[src/rtl/bsm_pkg.sv]
// Shared types and constants for the bank switch mapper.
// Holds the decoded operation format passed from the front end to the back end.
// No dependencies.
package bsm_pkg;

	localparam int QUEUE_DEPTH = 2;

	localparam int ADDR_W = 16;
	localparam int DATA_W = 8;
	localparam int BANK_W = 12;
	localparam int CHR_COUNT = 8;
	localparam int CFG_DATA_W = 4;

	localparam logic signed [9:0] PRESCALE_PERIOD = 10'sd341;
	localparam logic signed [9:0] PRESCALE_STEP = 10'sd3;
	localparam logic [6:0] PRG_FIXED_HI = 7'h7F;   // fixed windows read 0xFE / 0xFF

	// Top address nibble of register regions
	localparam logic [3:0] REGION_PRG0 = 4'h8;
	localparam logic [3:0] REGION_MIRROR = 4'h9;
	localparam logic [3:0] REGION_PRG1 = 4'hA;
	localparam logic [3:0] REGION_CHR_FIRST = 4'hB;
	localparam logic [3:0] REGION_IRQ = 4'hF;

	// Register select codes
	localparam logic [1:0] SEL_0 = 2'd0;
	localparam logic [1:0] SEL_1 = 2'd1;
	localparam logic [1:0] SEL_2 = 2'd2;
	localparam logic [1:0] SEL_3 = 2'd3;

	// Configuration register indexes
	localparam logic [1:0] CFG_A0_PIN = 2'd0;
	localparam logic [1:0] CFG_A1_PIN = 2'd1;
	localparam logic [1:0] CFG_FOUR_VARIANT = 2'd2;
	localparam logic [1:0] CFG_HONOR_REPEAT = 2'd3;

	typedef enum logic [1:0] {
		ACT_WRITE = 2'd0,
		ACT_TICK = 2'd1,
		ACT_PRG_QUERY = 2'd2,
		ACT_CHR_QUERY = 2'd3
	} action_t;

	typedef enum logic [3:0] {
		OP_NONE = 4'd0,
		OP_TICK = 4'd1,
		OP_PRG_REG = 4'd2,
		OP_MIRROR = 4'd3,
		OP_MISC = 4'd4,
		OP_LATCH_LO = 4'd5,
		OP_LATCH_HI = 4'd6,
		OP_MODE = 4'd7,
		OP_ACK = 4'd8,
		OP_CHR_LO = 4'd9,
		OP_CHR_HI = 4'd10,
		OP_PRG_QUERY = 4'd11,
		OP_CHR_QUERY = 4'd12
	} op_kind_t;

	typedef struct packed {
		op_kind_t kind;
		logic [2:0] idx;   // register index or query window
		logic [DATA_W-1:0] data;
	} op_t;

	typedef struct packed {
		logic [3:0] a0_pin_bit;
		logic [3:0] a1_pin_bit;
		logic is_four_variant;
		logic honor_repeat_bit;
	} cfg_t;

endpackage

[src/rtl/bsm_front.sv]
// Front end: classifies an accepted item into a decoded operation.
// Decodes the board-wired select pins and register regions.
// Depends on bsm_pkg.
module bsm_front (
	input bsm_pkg::cfg_t cfg,
	input logic [1:0] action,
	input logic [bsm_pkg::ADDR_W-1:0] address,
	input logic [bsm_pkg::DATA_W-1:0] data,
	output bsm_pkg::op_t op
);

	logic [3:0] region;
	logic [1:0] sel;
	logic [3:0] chr_group;

	assign region = address[15:12];
	assign sel = {address[cfg.a1_pin_bit], address[cfg.a0_pin_bit]};
	assign chr_group = region - bsm_pkg::REGION_CHR_FIRST;

	always_comb begin
		op.kind = bsm_pkg::OP_NONE;
		op.idx = 3'd0;
		op.data = data;
		unique case (bsm_pkg::action_t'(action))
			bsm_pkg::ACT_TICK: begin
				op.kind = bsm_pkg::OP_TICK;
			end
			bsm_pkg::ACT_PRG_QUERY: begin
				op.kind = bsm_pkg::OP_PRG_QUERY;
				op.idx = {1'b0, address[14:13]};
			end
			bsm_pkg::ACT_CHR_QUERY: begin
				op.kind = bsm_pkg::OP_CHR_QUERY;
				op.idx = address[12:10];
			end
			bsm_pkg::ACT_WRITE: begin
				priority if (region == bsm_pkg::REGION_PRG0 || region == bsm_pkg::REGION_PRG1) begin
					op.kind = bsm_pkg::OP_PRG_REG;
					op.idx = {2'b00, region[1]};
				end else if (region == bsm_pkg::REGION_MIRROR) begin
					if (!cfg.is_four_variant || sel == bsm_pkg::SEL_0)
						op.kind = bsm_pkg::OP_MIRROR;
					else if (sel == bsm_pkg::SEL_2)
						op.kind = bsm_pkg::OP_MISC;
				end else if (region == bsm_pkg::REGION_IRQ) begin
					if (cfg.is_four_variant) begin
						unique case (sel)
							bsm_pkg::SEL_0: op.kind = bsm_pkg::OP_LATCH_LO;
							bsm_pkg::SEL_1: op.kind = bsm_pkg::OP_LATCH_HI;
							bsm_pkg::SEL_2: op.kind = bsm_pkg::OP_MODE;
							default: op.kind = bsm_pkg::OP_ACK;
						endcase
					end
				end else if (region >= bsm_pkg::REGION_CHR_FIRST) begin
					// two CHR registers per region, low nibble or high byte picked by A0
					op.kind = sel[0] ? bsm_pkg::OP_CHR_HI : bsm_pkg::OP_CHR_LO;
					op.idx = {chr_group[1:0], sel[1]};
				end else begin
					op.kind = bsm_pkg::OP_NONE;
				end
			end
			default: op.kind = bsm_pkg::OP_NONE;
		endcase
	end

endmodule

[src/rtl/bsm_queue.sv]
// Short queue of decoded operations between front end and back end.
// Lets each side stall on its own.
// Depends on bsm_pkg.
module bsm_queue #(
	parameter int DEPTH = bsm_pkg::QUEUE_DEPTH
) (
	input logic clk,
	input logic arst_n,
	input logic push,
	input bsm_pkg::op_t push_op,
	input logic pop,
	output bsm_pkg::op_t head_op,
	output logic full,
	output logic empty
);

	localparam int PTR_W = (DEPTH > 1) ? $clog2(DEPTH) : 1;
	localparam int CNT_W = $clog2(DEPTH + 1);
	localparam logic [PTR_W-1:0] LAST = PTR_W'(DEPTH - 1);

	bsm_pkg::op_t mem_q [DEPTH];
	logic [PTR_W-1:0] wr_ptr_q;
	logic [PTR_W-1:0] rd_ptr_q;
	logic [CNT_W-1:0] count_q;
	logic do_push;
	logic do_pop;

	assign full = (count_q == CNT_W'(DEPTH));
	assign empty = (count_q == '0);
	assign do_push = push && !full;
	assign do_pop = pop && !empty;
	assign head_op = mem_q[rd_ptr_q];

	always_ff @(posedge clk) begin
		if (do_push)
			mem_q[wr_ptr_q] <= push_op;
	end

	always_ff @(posedge clk or negedge arst_n) begin
		if (!arst_n) begin
			wr_ptr_q <= '0;
			rd_ptr_q <= '0;
			count_q <= '0;
		end else begin
			if (do_push)
				wr_ptr_q <= (wr_ptr_q == LAST) ? '0 : wr_ptr_q + 1'b1;
			if (do_pop)
				rd_ptr_q <= (rd_ptr_q == LAST) ? '0 : rd_ptr_q + 1'b1;
			if (do_push && !do_pop)
				count_q <= count_q + 1'b1;
			else if (do_pop && !do_push)
				count_q <= count_q - 1'b1;
		end
	end

endmodule

[src/rtl/bsm_back.sv]
// Back end: applies decoded operations to the mapper state and builds results.
// Holds bank registers, IRQ unit and the output register.
// Depends on bsm_pkg.
module bsm_back (
	input logic clk,
	input logic arst_n,
	input bsm_pkg::cfg_t cfg,
	input logic op_valid,
	input bsm_pkg::op_t op,
	output logic op_take,
	output logic out_valid,
	input logic out_stall,
	output logic [bsm_pkg::BANK_W-1:0] bank,
	output logic [1:0] mirror_mode,
	output logic irq_line
);

	logic [7:0] prg_q [2];
	logic [bsm_pkg::BANK_W-1:0] chr_q [bsm_pkg::CHR_COUNT];
	logic [7:0] mirror_q;
	logic [7:0] misc_q;
	logic [7:0] reload_q;
	logic [2:0] mode_q;
	logic [7:0] counter_q;
	logic signed [9:0] prescaler_q;
	logic flag_q;
	logic out_valid_q;
	logic [bsm_pkg::BANK_W-1:0] bank_q;
	logic [1:0] mirror_mode_q;
	logic irq_line_q;

	logic [7:0] mirror_d;
	logic [7:0] reload_d;
	logic [2:0] mode_d;
	logic [7:0] counter_d;
	logic signed [9:0] prescaler_d;
	logic signed [9:0] prescaler_dec;
	logic flag_d;
	logic clock_counter;
	logic [1:0] window;
	logic [bsm_pkg::BANK_W-1:0] bank_d;
	logic [1:0] mirror_mode_d;

	assign op_take = op_valid && (!out_valid_q || !out_stall);
	assign prescaler_dec = prescaler_q - bsm_pkg::PRESCALE_STEP;

	// PRG window with optional swap of the first and third windows
	always_comb begin
		window = op.idx[1:0];
		if (!window[0] && misc_q[1])
			window = window ^ 2'b10;
	end

	always_comb begin
		mirror_d = mirror_q;
		reload_d = reload_q;
		mode_d = mode_q;
		counter_d = counter_q;
		prescaler_d = prescaler_q;
		flag_d = flag_q;
		clock_counter = 1'b0;
		bank_d = '0;
		unique case (op.kind)
			bsm_pkg::OP_MIRROR: mirror_d = op.data;
			bsm_pkg::OP_LATCH_LO: reload_d = {reload_q[7:4], op.data[3:0]};
			bsm_pkg::OP_LATCH_HI: reload_d = {op.data[3:0], reload_q[3:0]};
			bsm_pkg::OP_MODE: begin
				mode_d = op.data[2:0];
				if (op.data[1]) begin
					counter_d = reload_q;
					prescaler_d = bsm_pkg::PRESCALE_PERIOD;
				end
				flag_d = 1'b0;
			end
			bsm_pkg::OP_ACK: begin
				if (cfg.honor_repeat_bit)
					mode_d = {mode_q[2], mode_q[0], mode_q[0]};
				flag_d = 1'b0;
			end
			bsm_pkg::OP_TICK: begin
				if (cfg.is_four_variant && mode_q[1]) begin
					if (mode_q[2]) begin
						clock_counter = 1'b1;
					end else if (prescaler_dec > 10'sd0) begin
						prescaler_d = prescaler_dec;
					end else begin
						prescaler_d = prescaler_dec + bsm_pkg::PRESCALE_PERIOD;
						clock_counter = 1'b1;
					end
				end
				if (clock_counter) begin
					// reload and raise IRQ on wrap
					if (counter_q == 8'hFF) begin
						counter_d = reload_q;
						flag_d = 1'b1;
					end else begin
						counter_d = counter_q + 8'd1;
					end
				end
			end
			bsm_pkg::OP_PRG_QUERY: begin
				if (window[1])
					bank_d = {4'd0, bsm_pkg::PRG_FIXED_HI, window[0]};
				else
					bank_d = {4'd0, prg_q[window[0]]};
			end
			bsm_pkg::OP_CHR_QUERY: bank_d = chr_q[op.idx];
			default: bank_d = '0;
		endcase
	end

	always_comb begin
		if (cfg.is_four_variant && mirror_d[1])
			mirror_mode_d = {1'b1, mirror_d[0]};
		else
			mirror_mode_d = {1'b0, mirror_d[0]};
	end

	always_ff @(posedge clk or negedge arst_n) begin
		if (!arst_n) begin
			prg_q[0] <= '0;
			prg_q[1] <= '0;
			for (int i = 0; i < bsm_pkg::CHR_COUNT; i++)
				chr_q[i] <= bsm_pkg::BANK_W'(i);
			mirror_q <= '0;
			misc_q <= '0;
			reload_q <= '0;
			mode_q <= '0;
			counter_q <= '0;
			prescaler_q <= '0;
			flag_q <= 1'b0;
			out_valid_q <= 1'b0;
		end else begin
			if (op_take) begin
				mirror_q <= mirror_d;
				reload_q <= reload_d;
				mode_q <= mode_d;
				counter_q <= counter_d;
				prescaler_q <= prescaler_d;
				flag_q <= flag_d;
				if (op.kind == bsm_pkg::OP_PRG_REG)
					prg_q[op.idx[0]] <= op.data;
				if (op.kind == bsm_pkg::OP_MISC)
					misc_q <= op.data;
				if (op.kind == bsm_pkg::OP_CHR_LO)
					chr_q[op.idx] <= {chr_q[op.idx][11:4], op.data[3:0]};
				if (op.kind == bsm_pkg::OP_CHR_HI)
					chr_q[op.idx] <= {op.data, chr_q[op.idx][3:0]};
				out_valid_q <= 1'b1;
			end else if (!out_stall) begin
				out_valid_q <= 1'b0;
			end
		end
	end

	always_ff @(posedge clk) begin
		if (op_take) begin
			bank_q <= bank_d;
			mirror_mode_q <= mirror_mode_d;
			irq_line_q <= flag_d;
		end
	end

	assign out_valid = out_valid_q;
	assign bank = bank_q;
	assign mirror_mode = mirror_mode_q;
	assign irq_line = irq_line_q;

endmodule

[src/rtl/bank_switch_mapper_with_cpu_irq.sv]
// Bank switch mapper with CPU-clocked IRQ counter: top level.
// Result path: an accepted item is queued, then taken from the queue head into the output register.
// Throughput: one item per cycle while out_stall is low, set by the back-end execute step.
// The operation queue holds QUEUE_DEPTH decoded items; input stalls only when it is full.
// Reset: asynchronous, clears all mapper state (CHR register i to i) and configuration
// to its defaults; output data registers are not reset; no clearing pass.
module bank_switch_mapper_with_cpu_irq #(
	parameter int QUEUE_DEPTH = bsm_pkg::QUEUE_DEPTH
) (
	input logic clk,
	input logic arst_n,
	input logic cfg_we,
	input logic [1:0] cfg_index,
	input logic [bsm_pkg::CFG_DATA_W-1:0] cfg_data,
	input logic in_valid,
	output logic in_stall,
	input logic [1:0] action,
	input logic [bsm_pkg::ADDR_W-1:0] address,
	input logic [bsm_pkg::DATA_W-1:0] data,
	output logic out_valid,
	input logic out_stall,
	output logic [bsm_pkg::BANK_W-1:0] bank,
	output logic [1:0] mirror_mode,
	output logic irq_line
);

	bsm_pkg::cfg_t cfg_q;
	bsm_pkg::op_t front_op;
	bsm_pkg::op_t head_op;
	logic q_full;
	logic q_empty;
	logic op_take;

	always_ff @(posedge clk or negedge arst_n) begin
		if (!arst_n) begin
			cfg_q.a0_pin_bit <= 4'd0;
			cfg_q.a1_pin_bit <= 4'd1;
			cfg_q.is_four_variant <= 1'b1;
			cfg_q.honor_repeat_bit <= 1'b1;
		end else if (cfg_we) begin
			unique case (cfg_index)
				bsm_pkg::CFG_A0_PIN: cfg_q.a0_pin_bit <= cfg_data;
				bsm_pkg::CFG_A1_PIN: cfg_q.a1_pin_bit <= cfg_data;
				bsm_pkg::CFG_FOUR_VARIANT: cfg_q.is_four_variant <= cfg_data[0];
				default: cfg_q.honor_repeat_bit <= cfg_data[0];
			endcase
		end
	end

	assign in_stall = q_full;

	bsm_front u_front (
		.cfg(cfg_q),
		.action(action),
		.address(address),
		.data(data),
		.op(front_op)
	);

	bsm_queue #(
		.DEPTH(QUEUE_DEPTH)
	) u_queue (
		.clk(clk),
		.arst_n(arst_n),
		.push(in_valid),
		.push_op(front_op),
		.pop(op_take),
		.head_op(head_op),
		.full(q_full),
		.empty(q_empty)
	);

	bsm_back u_back (
		.clk(clk),
		.arst_n(arst_n),
		.cfg(cfg_q),
		.op_valid(!q_empty),
		.op(head_op),
		.op_take(op_take),
		.out_valid(out_valid),
		.out_stall(out_stall),
		.bank(bank),
		.mirror_mode(mirror_mode),
		.irq_line(irq_line)
	);

	// Executing a queued item always leaves a result waiting
	a_take_gives_result: assert property (@(posedge clk) disable iff (!arst_n)
		op_take |=> out_valid)
		else $error("executed item produced no result");

	// IRQ can only rise on a result produced by a CPU tick
	a_irq_from_tick: assert property (@(posedge clk) disable iff (!arst_n)
		(out_valid && $rose(irq_line)) |->
			$past(op_take && head_op.kind == bsm_pkg::OP_TICK))
		else $error("irq raised by an item other than a cpu tick");

	// Single-screen modes exist only on the four variant
	a_mirror_variant: assert property (@(posedge clk) disable iff (!arst_n)
		(out_valid && !cfg_q.is_four_variant) |-> !mirror_mode[1])
		else $error("single-screen mirroring reported without four variant");

endmodule
[config.mk]
export PLATFORM = sky130hd
export DESIGN_NAME = bank_switch_mapper_with_cpu_irq
export DESIGN_NICKNAME = d
export VERILOG_FILES = /design/src/rtl/bsm_pkg.sv /design/src/rtl/bsm_front.sv /design/src/rtl/bsm_queue.sv /design/src/rtl/bsm_back.sv /design/src/rtl/bank_switch_mapper_with_cpu_irq.sv
export SDC_FILE = /design/constraint.sdc
export NUM_CORES = 1
export LEC_CHECK = 0
export BUFFER_PORTS_ARGS = -buffer_cell sky130_fd_sc_hd__buf_2
export CAP_MARGIN = 0
export CORE_UTILIZATION = 60
export DETAILED_ROUTE_END_ITERATION = 6
export PLACE_DENSITY = 0.76
export SLEW_MARGIN = 20
export SYNTH_ARGS = -nofsm -noshare
export SYNTH_HDL_FRONTEND = slang
export SYNTH_SLANG_ARGS = --single-unit
[constraint.sdc]
create_clock -name clk -period 3.7 [get_ports clk]
set_clock_uncertainty 0.2 [all_clocks]
set_input_delay 0.555 -clock clk [delete_from_list [all_inputs] [get_ports clk]]
set_output_delay 0.555 -clock clk [all_outputs]
set_load 0.005 [all_outputs]
==> flow_summary.json <==
{
  "fp-row-count": 48,
  "worstReg2RegEnd": "u_back.counter_q[0]",
  "antenna_violations_before_repair": 0,
  "worst-r2r-cell-count": 8,
  "power_leakage_nw": 5.09,
  "hold_viol": 0,
  "synth.distinct_cells": 78,
  "dieWidth_um": 136,
  "grt_pass1_wl_um": 47300,
  "antennaDiodeCount": 0,
  "worst-setup-path-type": "register to register",
  "min_path_type": "input port to register",
  "cp-start-kind": "register",
  "pin_count": 54,
  "cts_inserted_buffers": 22,
  "report.power.total_mw": 10.1,
  "syn_nets": 1126,
  "syn_to_final_growth_pct": 13.8,
  "min_delay_path_depth": 1,
  "cts_tree": "yes",
  "vias_per_cell": 6.64,
  "die-area_mm2": 0.0186,
  "dr.first_iter.drc_count": 1080,
  "drive_gt1_share_pct": 18.6,
  "critPathCaptureType": "register",
  "wirelength_um": 29800,
  "rr_startpoint": "u_back.prescaler_q[0]",
  "ff_latch_area_mm2": 0.00537,
  "layout.nets": 1212,
  "timing.setup.tns_ns": 0,
  "r2r_setup_slack_ns": 0.30,
  "final.min_clock_period_ns": 3.40,
  "num-fill-cells": 1329,
  "timing.final.setup_violations": 0,
  "critical_path_required_ns": 3.87,
  "netlist_area_mm2": 0.0108,
  "core_area_mm2": 0.0175,
  "place.gp.congestion": 0.935,
  "numPortBuffers": 53,
  "drcViolationCount": 0,
  "grt_remaining_overflow": 0,
  "avgSynthCellArea_um2": 10.0,
  "achievable-frequency_mhz": 294,
  "clock-sinks": 205,
  "max_capacitance_violation_count": 0,
  "synthesis.instances": 1078,
  "clk_transition_reported_paths_ns": 0.06,
  "grt_setup_unrepaired": "false",
  "synth_enable_flop_cells": 45,
  "synthTopCellsByArea": "dfrtp_1 (34%), edfxtp_1 (12%), a21oi_1 (5.1%)",
  "detailed_place_hpwl_um": 20000,
  "clk_path_buf_depth": 3,
  "fin_crit_sh_pct": 92.0,
  "largest_vdd_supply_drop_mv": 0.618,
  "hold_start": "data[2]",
  "first_global_vias": 8840,
  "timing_max_transition_violations_final": 0,
  "synth_top_flop_cell": "dfrtp_1",
  "drt-wirelength-per-cell_um": 21.2,
  "cts-root-buf": "clkbuf_16",
  "holdPathEnd": "u_queue.mem_q[0][2]",
  "power-per-cell-area_mw_per_mm2": 819,
  "clkLatencyLatePin_ns": 0.51,
  "largest_net_degree_at_the_start_of_global_routing": 86,
  "groute.usage.overall_pct": 33.0,
  "timing.slew.headroom_pct": 25.5,
  "initial_utilization_pct": 61.9,
  "synth_largest_area_cell": "dfrtp_1",
  "flip_flop_and_latch_count_after_synthesis": 205,
  "outcome": "completed",
  "cp.arrival_ns": 3.58,
  "multi_input_area_mm2": 0.00512,
  "postSynth.asyncResetShare_pct": 78.0,
  "yosys_warnings": 0,
  "cp_max_fo": 17,
  "via_count": 9327,
  "timing_worst_slew_pin_value_ns": 1.11,
  "first_pass_iters": 6,
  "final_antenna_net_count": 0,
  "cts-htree-levels": 1,
  "synth_top_cell_area_share_pct": 33.6,
  "floorplan.die.height_um": 136,
  "yosysSeqAreaShare_pct": 49.7
}
-- metal layers --
| layer | vias up | global-route usage (%) | routed length, um |
|---|---|---|---|
| met4 | 0 | 9.94 | 673 |
| met1 | 4498 | 47.4 | 12500 |
| met2 | 519 | 50.6 | 13500 |
| li1 | 4238 | - | - |
| met5 | - | 0 | 0 |
| met3 | 72 | 6.45 | 3090 |
-- metrics by stage --
step	std cells	hold WS (ns)	utilization, %	area [um^2]	worst slack (ns)
floorplan	1078	0.0594	-	10800	0.744
global placement	1364	0.277	66.3	11600	0.527
detailed placement	1364	0.281	66.3	11600	0.342
CTS	1405	0.0262	70.4	12300	0.356
global route	1405	0.0271	70.4	12300	0.0400
finish	1405	0.0363	70.4	12300	0.296
-- cells by family after synthesis --
logic type	count (synthesis)	share of synthesized area (%)
AOI/OAI and AO/OA	362	21.0
and+or+nand+nor	329	14.3
DFF	205	49.7
muxes	84	9.35
buffers and inverters	71	3.07
xor gates and xnor gates	16	1.30
adders and majority gates	11	1.27
-- placed cells by master (no fill, tap or decap), types with 6 or more instances in the layout --
master | synthesis | final
dfrtp_1 | 145 | 145
a21oi_1 | 110 | 110
nor2_1 | 104 | 104
nand2_1 | 102 | 102
o21ai_0 | 78 | 77
buf_4 | 6 | 63
buf_2 | 22 | 52
mux2i_1 | 49 | 47
o22ai_1 | 45 | 45
edfxtp_1 | 45 | 45
a31oi_1 | 44 | 44
nand3_1 | 41 | 41
mux2_2 | 23 | 23
clkbuf_16 | 0 | 23
a221oi_1 | 17 | 17
dfstp_2 | 15 | 15
inv_1 | 14 | 14
nor3_1 | 12 | 12
and2_1 | 12 | 12
and3_1 | 11 | 11
mux4_2 | 11 | 11
ha_1 | 11 | 11
xor2_1 | 10 | 10
nand3b_1 | 7 | 7
o221ai_1 | 7 | 7
clkbuf_1 | 25 | 7
xnor2_1 | 6 | 6
nor2b_1 | 6 | 6
-- where the power goes --
part	leakage, nW	total [mW]	switching (mW)	internal [mW]
clock network	0.340	2.17	0.891	1.27
logic	2.32	4.04	2.51	1.54
registers	2.43	3.87	0.614	3.25
total	5.09	10.1	4.01	6.06
-- registers in the layout, indices dropped and copies added (netlist names) --
register            flops
u_queue.count_q         2
u_back.flag_q           1
u_back.prg_q           16
u_back.out_valid        1
u_queue.rd_ptr_q        1
u_back.mirror_mode      2
u_back.reload_q         8
u_back.counter_q        8
u_queue.wr_ptr_q        1
u_back.prescaler_q     10
u_back.chr_q           96
u_back.irq_line         1
u_back.mirror_q         2
cfg_q                  10
u_back.mode_q           3
u_back.misc_q           1
u_queue.mem_q          30
u_back.bank            12
-- worst max-delay path, cell delays in order (launching register included) --
cell      delay (ns)
dfrtp_1         0.50
ha_1            0.41
nor4_4          0.40
mux2i_1         0.32
a211oi_2        0.15
or2_1           0.36
o311ai_4        0.63
or3_1           0.22
o211ai_2        0.08
-- worst max path at each step --
stage | start | end | slack [ns] | cells after the start
3_5_place_dp | u_back.prescaler_q[0] | u_back.counter_q[0] | 0.34 | 8
4_1_cts | u_back.prescaler_q[0] | u_back.counter_q[0] | 0.36 | 8
5_1_grt | u_back.prescaler_q[0] | u_back.counter_q[0] | 0.04 | 8
3_3_place_gp | u_back.prescaler_q[0] | u_back.counter_q[0] | 0.53 | 8
6_report | u_back.prescaler_q[0] | u_back.counter_q[0] | 0.30 | 8
2_1_floorplan | address[14] | u_queue.mem_q[0][13] | 0.74 | 9
-- final cells by class --
class	instances	share of cell area, %
sequential	205	43.7
tap	225	2.29
inverter	15	0.458
clock inverter	10	0.763
clock buffer	30	4.89
timing repair buffer	118	6.30
multi-input combinational	802	41.6
-- repair_timing --
item	in CTS	in global routing
hold endpoints to repair	72	0
setup buffers	0	0
resized for setup	0	0
hold buffers	1	0
-- cells in the mapped netlist (7+ instances only) --
| master | n |
|---|---|
| dfrtp_1 | 145 |
| a21oi_1 | 110 |
| nor2_1 | 104 |
| nand2_1 | 102 |
| o21ai_0 | 78 |
| mux2i_1 | 49 |
| edfxtp_1 | 45 |
| o22ai_1 | 45 |
| a31oi_1 | 44 |
| nand3_1 | 41 |
| clkbuf_1 | 25 |
| mux2_2 | 23 |
| buf_2 | 22 |
| a221oi_1 | 17 |
| dfstp_2 | 15 |
| inv_1 | 14 |
| and2_1 | 12 |
| nor3_1 | 12 |
| and3_1 | 11 |
| ha_1 | 11 |
| mux4_2 | 11 |
| xor2_1 | 10 |
| nand3b_1 | 7 |
| o221ai_1 | 7 |
(Power assumes the default switching activity.)
